[src/hdl/mt19937_random_generator_top_assert.svh]
// Assertion macros for the generator top level.
`ifndef MT19937_RANDOM_GENERATOR_TOP_ASSERT_SVH
`define MT19937_RANDOM_GENERATOR_TOP_ASSERT_SVH

`ifndef SYNTHESIS
`define MTRG_ASSERT(lbl, clk, rst_n, prop) \
  lbl: assert property (@(posedge clk) disable iff (!rst_n) prop) \
    else $error("mtrg assertion failed");
`define MTRG_ASSERT_NEVER(lbl, clk, rst_n, prop) \
  lbl: assert property (@(posedge clk) disable iff (!rst_n) !(prop)) \
    else $error("mtrg forbidden condition seen");
`else
`define MTRG_ASSERT(lbl, clk, rst_n, prop)
`define MTRG_ASSERT_NEVER(lbl, clk, rst_n, prop)
`endif

`endif

[src/hdl/mtrg_pkg.sv]
package mtrg_pkg;

  localparam int unsigned STATE_SIZE   = 624;
  localparam int unsigned ADDR_W       = $clog2(STATE_SIZE);
  localparam int unsigned TWIST_OFFSET = 397;
  localparam int unsigned FAR_WRAP     = STATE_SIZE - TWIST_OFFSET;

  localparam logic [31:0] TWIST_MATRIX = 32'h9908_B0DF;
  localparam logic [31:0] INIT_MULT    = 32'd1812433253;
  localparam logic [31:0] TEMPER_B     = 32'h9D2C_5680;
  localparam logic [31:0] TEMPER_C     = 32'hEFC6_0000;

  localparam logic [ADDR_W-1:0] IDX_LAST = ADDR_W'(STATE_SIZE - 1);
  localparam logic [ADDR_W-1:0] IDX_FULL = ADDR_W'(STATE_SIZE);

  typedef enum logic [3:0] {
    ST_IDLE,
    ST_SEED_MUL,
    ST_SEED_WR,
    ST_TW_INIT,
    ST_TW_CUR,
    ST_TW_RDN,
    ST_TW_RDF,
    ST_TW_WR,
    ST_DRAW_RD,
    ST_DRAW_OUT
  } state_e;

  typedef enum logic [1:0] {
    RD_ZERO,
    RD_NXT,
    RD_FAR,
    RD_POS
  } rd_sel_e;

  typedef struct packed {
    logic    accept;
    logic    seed_load;
    logic    seed_mul;
    logic    seed_wr;
    logic    tw_init;
    logic    tw_cur;
    logic    tw_rdf;
    logic    tw_wr;
    logic    draw_out;
    logic    rd_en;
    rd_sel_e rd_sel;
  } cmd_t;

  typedef struct packed {
    logic idx_last;
    logic spent;
  } status_t;

endpackage

[src/hdl/mtrg_ctrl.sv]
module mtrg_ctrl (
  input  logic             clk_i,
  input  logic             rst_ni,
  input  logic             start,
  input  logic             operation_i,
  input  mtrg_pkg::status_t status_i,
  output mtrg_pkg::cmd_t    cmd_o,
  output logic             busy
);
  import mtrg_pkg::*;

  state_e state_q, state_d;

  always_ff @(posedge clk_i or negedge rst_ni) begin
    if (!rst_ni) begin
      state_q <= ST_IDLE;
    end else begin
      state_q <= state_d;
    end
  end

  always_comb begin
    state_d = state_q;
    cmd_o   = '0;
    cmd_o.rd_sel = RD_ZERO;
    unique case (state_q)
      ST_IDLE: begin
        if (start) begin
          cmd_o.accept = 1'b1;
          if (operation_i) begin
            cmd_o.seed_load = 1'b1;
            state_d = ST_SEED_MUL;
          end else if (status_i.spent) begin
            state_d = ST_TW_INIT;
          end else begin
            state_d = ST_DRAW_RD;
          end
        end
      end
      ST_SEED_MUL: begin
        cmd_o.seed_mul = 1'b1;
        state_d = ST_SEED_WR;
      end
      ST_SEED_WR: begin
        cmd_o.seed_wr = 1'b1;
        state_d = status_i.idx_last ? ST_IDLE : ST_SEED_MUL;
      end
      ST_TW_INIT: begin
        cmd_o.tw_init = 1'b1;
        cmd_o.rd_en   = 1'b1;
        cmd_o.rd_sel  = RD_ZERO;
        state_d = ST_TW_CUR;
      end
      ST_TW_CUR: begin
        cmd_o.tw_cur = 1'b1;
        state_d = ST_TW_RDN;
      end
      ST_TW_RDN: begin
        cmd_o.rd_en  = 1'b1;
        cmd_o.rd_sel = RD_NXT;
        state_d = ST_TW_RDF;
      end
      ST_TW_RDF: begin
        cmd_o.tw_rdf = 1'b1;
        cmd_o.rd_en  = 1'b1;
        cmd_o.rd_sel = RD_FAR;
        state_d = ST_TW_WR;
      end
      ST_TW_WR: begin
        cmd_o.tw_wr = 1'b1;
        state_d = status_i.idx_last ? ST_DRAW_RD : ST_TW_RDN;
      end
      ST_DRAW_RD: begin
        cmd_o.rd_en  = 1'b1;
        cmd_o.rd_sel = RD_POS;
        state_d = ST_DRAW_OUT;
      end
      ST_DRAW_OUT: begin
        cmd_o.draw_out = 1'b1;
        state_d = ST_IDLE;
      end
      default: begin
        state_d = ST_IDLE;
      end
    endcase
  end

  assign busy = (state_q != ST_IDLE);

endmodule

[config.mk]
export PLATFORM = sky130hd
export DESIGN_NAME = mtrg_ctrl
export DESIGN_NICKNAME = d
export VERILOG_FILES = /design/src/hdl/mt19937_random_generator_top_assert.svh /design/src/hdl/mtrg_pkg.sv /design/src/hdl/mtrg_ctrl.sv
export SDC_FILE = /design/constraint.sdc
export NUM_CORES = 1
export LEC_CHECK = 0
export ABC_AREA = 1
export BUFFER_PORTS_ARGS = -buffer_cell sky130_fd_sc_hd__clkbuf_2
export CAP_MARGIN = 0
export CORE_UTILIZATION = 25
export CTS_CLUSTER_DIAMETER = 60
export DETAILED_ROUTE_END_ITERATION = 6
export PLACE_DENSITY = 0.52
export SETUP_SLACK_MARGIN = 0.3
export SLEW_MARGIN = 20
export SYNTH_ARGS = -nofsm -noshare
export SYNTH_HDL_FRONTEND = slang
export SYNTH_SLANG_ARGS = --single-unit
[constraint.sdc]
create_clock -name clk_i -period 1.4 [get_ports clk_i]
set_input_delay 0.35 -clock clk_i [delete_from_list [all_inputs] [get_ports clk_i]]
set_output_delay 0.35 -clock clk_i [all_outputs]
set_load 0.1 [all_outputs]
---- After elaboration in Yosys (flattened, before gate mapping) ----
Index checks and enable logic that the tools add are counted.
operators by class
  equal/unequal tests ..................... 10
  multiplexer cells ....................... 17
  reduce and logical (&&, ||, !) cells .... 2
operator list
  operator            number
  $pmux 4 s9          1
  $eq 4x3->1 const B  4
  $mux 4              4
  $pmux 3 s4          1
  $mux 1              9
  $eq 4x2->1 const B  2
  $eq 4x4->1 const B  2
  $eq 4x1->1 const B  1
  $logic_not 4->1     1
  $mux 2              2
  $reduce_bool 4->1   1
  $ne 2x2->1 const B  1
storage, ports and cells
  register bits ........................... 4
  bits of input ports ..................... 6
  output and inout port bits .............. 13
  word-level logic and storage cells ...... 30

---- Depth between registers and ports, before layout ----
Gate-level depths: netlist of the first run.
  depth after elaboration ................. 4
  mapped depth ............................ 7

---- Worst setup path before layout of the first run ----
OpenSTA, ideal clock, no wires.
  path kind ............................... reg2out
  start ................................... register state_q[2]
  end ..................................... output cmd_o[3] (netlist bit)
  arrival ................................. 3.363 ns
  required time ........................... 1.050 ns
  slack ................................... -2.313 ns
  cell stages (with the launch flop) ...... 2
  cell sequence ........................... dfrtp_1 nor4_1
RTL lines
  element                 RTL line         RTL
  from (decl)             mtrg_ctrl.sv:12  state_e state_q, state_d;
  from (signal assigned)  mtrg_ctrl.sv:18  state_q <= state_d;
  to (decl)               mtrg_ctrl.sv:7   output mtrg_pkg::cmd_t cmd_o,

==> results of run 1 <==
==> area by class of cell <==
class / count / share of cell area [%]
Multi-Input combinational cell: 41 / 33.3
Tap cell: 15 / 1.82
Clock buffer: 4 / 2.55
Timing Repair Buffer: 39 / 45.4
Sequential cell: 4 / 10.1
Inverter: 15 / 6.80
==> through the flow <==
| step | cell area, µm² | TNS (ns) | hold slack [ns] |
|---|---|---|---|
| final | 1030 | -3.62 | 0.409 |
| after global placement | 893 | -0.317 | 0.156 |
| after detailed placement | 893 | -0.456 | 0.159 |
| after CTS | 1000 | -3.89 | 0.399 |
| after global routing | 1030 | -4.66 | 0.418 |
| after floorplan | 499 | -4.42 | 0.0544 |
==> routing by layer <==
metal	up-vias	GRT usage, %	part of all wire, %
met1	226	21.1	37
li1	267	-	-
met2	19	32.0	58
met3	2	2.72	4.7
met5	-	0	0
met4	0	15.0	0.40
==> cell usage in the layout (no fill, tap or decap), drive strengths merged <==
cell / instances
nor4: 1
buf: 33
a21oi: 1
nand2: 17
o21ai: 1
dfrtp: 4
nand4: 1
clkinvlp: 3
o21bai: 1
dlygate4sd3: 1
clkbuf: 9
inv: 12
nor3: 3
nor2: 13
nand3: 3
==> cell families after synthesis <==
kind of cell,Yosys count
buffers and inverters,15
flip-flops,4
AND/OR/NAND/NOR,38
AO/OA/AOI/OAI,3
==> critical path, cell delays in order, from the launching register on <==
cell,delay [ns]
dfrtp_2,0.44
nor2_4,0.17
inv_2,0.08
nor2_4,0.12
inv_2,0.04
nand4_1,0.11
buf_12,0.19
==> repair_timing <==
action / CTS / global route
setup endpoints to repair: 16 / 17
buffers inserted: 6 / 2
gates resized for setup: 7 / 4
endpoints found under the hold margin: 4 / 0
hold buffers: 1 / 0
pin swaps: 4 / 3
==> how the worst max path moves through the flow <==
stage | endpoint | depth (start not counted) | start
after floorplan | cmd_o[2] | 5 | state_q[2]
after global placement | cmd_o[2] | 5 | state_q[1]
after detailed placement | cmd_o[2] | 6 | state_q[2]
after CTS | cmd_o[2] | 6 | state_q[2]
after global routing | cmd_o[2] | 6 | state_q[2]
final | cmd_o[2] | 6 | state_q[2]
==> metrics.txt, run 1 <==
RSZ-0062 raised after global routing=true; post-synthesis simple-gate area fraction=a little over half; nets@finish=110; CTS tree=done; IO Port Bufs=18; maximum clock path buffer count=2; HP Class=input port to flip-flop; Crit Reg-Reg Startpoint=state_q[1]; failing checks=setup timing; Primary FF master, synth=dfrtp_1; cell count of the worst hold path=3; register area=104 µm²; Syn Nets=66; Worst-Margin Slew=0.265 ns; Overall Global Routing Usage=19.1%; CTS H-tree depth=1; GRT overflow=0; Max Clock Skew=0.0140 ns; area grow syn2layout=171%; number of global-route vias before repair=480; initial antenna violation count=0; Post-synth EDFFs=0; Regs by FF count=state_q: 4 flops; outcome=complete, but fails checks; Placed Cells incl. Taps=about 110; Unique masters post-synth=16; share of layout cells above drive strength 1=between 70% and 80%; final cycle utilization of the critical path=124%; I/O Pins=19; Critical Path AT=1.39 ns; Synth top cells by count=14 x inv_1, 11 x nand2_1, 8 x nor2_1; row count=13; adder-cell area share of the yosys netlist=0%; # diodes=0; core area=between 1000 and 1500 µm²; Initial Util=between 20% and 30%; Biggest register=state_q; worst path required time=1.05 ns; Die ar.=between 1500 and 2000 µm²; Synth Register Bits=4; CP endpoint kind=output pin; DRT antenna net count=0; top cell type by total area after synthesis=dfrtp_1; Setup-failing EPs final=14; pre-CTS setup slack=-0.0862 ns; mapped cell area=380 µm²; first-pass GRT wire length=1990 µm; clk sink count=4; Synth Warn #=0; Worst Hold Path EP=state_q[1]; total CTS buffers=3; WS Path Type=flip-flop to output pin; Final Util=76.3%; routed len/inst=about 10 µm; Detailed Routing Iterations Pass 1=4; Max Slew Vio Count=0; count leader, synth=inv_1; Fmax=around 0.57 GHz; largest family of logic cells by synthesized area=simple AND/OR/NAND/NOR gates; die width=41.0 µm; largest net degree at the start of global routing=6; max reg flops=4; Avg Inst Size Synth=6.34 µm²; multiplexer share of the synthesized area=0%; via count=514; DRC Markers=0; Final min period=1.74 ns; DP HPWL=925 µm; worst-skew pair later-pin latency=0.25 ns; Filler cells=102; Final Hold Viols=0; r2r setup slk=-0.05 ns; GP Congestion=0.860; ys async rst share=100%; top cell type's share of synthesized area=between 20% and 30%; filler-free cell count of the finished design=118; Die Ht=41.0 µm; via-per-instance ratio=4.36; R2R depth=8; Root Driver=clkbuf_4; Final WS setup=-0.339 ns; Max-Cap Viols=0; Synth area leaders=dfrtp_1 26%, inv_1 14%, nand2_1 11%; CP startpoint kind=flip-flop; compound-gate portion of the synthesized area=5.59%; initial DRC count=6; synthesized instance count=60; Worst R2R End=state_q[3]; area of the multi-input gates=between 300 and 400 µm²; Max transition margin=82.2%; clock-pin slew on the worst setup and hold paths=0.05 ns; total routed wirelength=1240 µm; sequential cell area fraction in the yosys report=a little over a quarter; Hold Crit Start=start; Synth Area in XOR/XNOR=0%; Max Fanout on Critical Path=4
Power of run 1 is left out: the tool's default activity adds up to more than one toggle a clock period on the data nets, which glitch-free logic cannot reach.
==> run 2: changes to the inputs <==
--- a/config.mk
+++ b/config.mk
@@ -5,7 +5,7 @@
 export SDC_FILE = /design/constraint.sdc
 export NUM_CORES = 1
 export LEC_CHECK = 0
-export ABC_AREA = 1
+export ABC_AREA = 0
 export BUFFER_PORTS_ARGS = -buffer_cell sky130_fd_sc_hd__clkbuf_2
 export CAP_MARGIN = 0
 export CORE_UTILIZATION = 25
==> run 2 against run 1 <==
The flow still finishes with violations (setup timing). Non-clock buffer count grew 9. Largest cell class unchanged. Via count increased by 12%. Worst hold slack improved by 0.029 ns. Highest routed layer unchanged. Sequential share of layout area fell by 1.0 points.
==> metrics.txt, run 2 <==
top cell type by total area after synthesis=dfrtp_1; sequential cell area fraction in the yosys report=between 20% and 30%; clock-pin slew on the worst setup and hold paths=0.04 ns; clk sink count=4; Die Ht=41.4 µm; commonest non-fill, non-tap cell in the layout=buf_4; Worst-Margin Slew=0.242 ns; maximum clock path buffer count=2; Synth Register Bits=4; hold slack=0.438 ns; total routed wirelength=1610 µm; Critical path origin=state_q[1]; CP endpoint kind=output pin; Initial Util=28.4%; HP Class=input port to asynchronous set/reset pin; max reg flops=4; mapped cell area=388 µm²; Synth top cells by count=8 x nor2_1, 6 x nor3_1; Max-Cap Viols=0; DRC Markers=0; failing checks=setup timing; setup_tns=-4.34 ns; GP Congestion=0.791; ys async rst share=100%; CTS H-tree depth=1; Regs by FF count=state_q: 4 flops; Synth Warn #=0; Crit Reg-Reg Startpoint=state_q[1]; Placed Cells incl. Taps=between 100 and 150; Avg Inst Size Synth=7.61 µm²; RSZ-0062 raised after global routing=true; Syn Nets=57; share of layout cells above drive strength 1=82.7%; initial DRC count=9; CTS tree=done; Final min period=roughly 1.8 ns; total CTS buffers=3; Max transition margin=83.6%; via-per-instance ratio=~5; Max Slew Vio Count=0; IO Port Bufs=18; GRT overflow=0; Final WS setup=-0.405 ns; routed len/inst=about 14 µm; top cell type's share of synthesized area=25.8%; worst-skew pair later-pin latency=0.24 ns; Critical Path AT=1.46 ns; Overall Global Routing Usage=22.2%; largest net degree at the start of global routing=11; first-pass GRT wire length=between 2000 and 2500 µm; Final Hold Viols=0; Placed Area=approximately 960 µm²; WS Path Type=flip-flop to output pin; Fmax=0.554 GHz; number of global-route vias before repair=557; Detailed Routing Iterations Pass 1=3; Setup-failing EPs final=13; area grow syn2layout=195%; via count=576; Synth area leaders=dfrtp_1 26%, nor3_1 7.7%, nor2_1 7.7%; Unique masters post-synth=23; core area=1370 µm²; most frequent cells in the layout=17 x buf_4, 13 x buf_12, 12 x buf_6; Biggest register=state_q; nets@finish=106; CP startpoint kind=flip-flop; Post-synth EDFFs=0; filler-free cell count of the finished design=113; I/O Pins=19; initial antenna violation count=0; DRT antenna net count=0; Filler cells=74; outcome=complete, but fails checks; # diodes=0; synthesized instance count=51; die width=41.4 µm; final instance area=approximately 1100 µm²; Max Fanout on Critical Path=4; row count=13; count leader, synth=nor2_1; Die ar.=1710 µm²; DP HPWL=1060 µm; final cycle utilization of the critical path=129%; Primary FF master, synth=dfrtp_1; worst path required time=approximately 1.1 ns; Root Driver=clkbuf_4; Max Clock Skew=0.00484 ns
## run 2: cell type report
cell class | count | area, µm² | area share (%)
multi-input cells | 42 | 438 | 38.3
inverters | 1 | 3.75 | 0.328
well taps | 15 | 18.8 | 1.64
flip-flops and latches | 4 | 104 | 9.07
repair buffers | 48 | 558 | 48.7
clock buffers | 3 | 22.5 | 1.97
## run 2: cell families (layout without fill, tap and decap cells)
| kind of cell | after synthesis | count (layout) | synth area share, % |
|---|---|---|---|
| AND/OR/NAND/NOR | 32 | 32 | 45.2 |
| AO/OA/AOI/OAI | 10 | 10 | 19.4 |
| buffers and inverters | 5 | 52 | 9.68 |
| flip-flops | 4 | 4 | 25.8 |
## run 2: path summary, 6_finish.rpt
check,slack (ns),depth (start not counted),to
worst max-delay path,-0.41,5,cmd_o[2]
worst min-delay path,0.44,2,state_q[1]
worst max register to register,0.18,5,state_q[3]
worst min register to register,0.76,2,state_q[2]
max in group asynchronous,0.82,2,state_q[0]
min in group clk_i,0.44,3,state_q[3]
## run 2: layer usage
layer	GRT usage (%)	wire length [µm]
met2	41.4	928
met3	4.26	20
met1	22.6	632
met4	12.9	26
met5	0	0
## run 2: critical path: stages, from the launching register on
cell and delay [ns]:
dfrtp_1 0.41, buf_4 0.17, nand2b_4 0.06, a311oi_2 0.26, a21o_4 0.14, buf_12 0.16
## run 2: timing repair
action / in CTS / in global routing
hold endpoints to repair: 4 / 0
gates resized for setup: 19 / 6
endpoints found under the setup margin: 17 / 17
hold buffers: 1 / 0
buffers inserted: 5 / 2
pin swaps: 9 / 4
## run 2: metrics by stage
stage	worst slack [ns]	utilization (%)
3_5_place_dp	-0.207	70.6
2_1_floorplan	-0.433	-
3_3_place_gp	-0.194	70.6
4_1_cts	-0.377	80.7
5_1_grt	-0.438	83.8
6_report	-0.405	83.8
Power of run 2 is left out for the same reason.
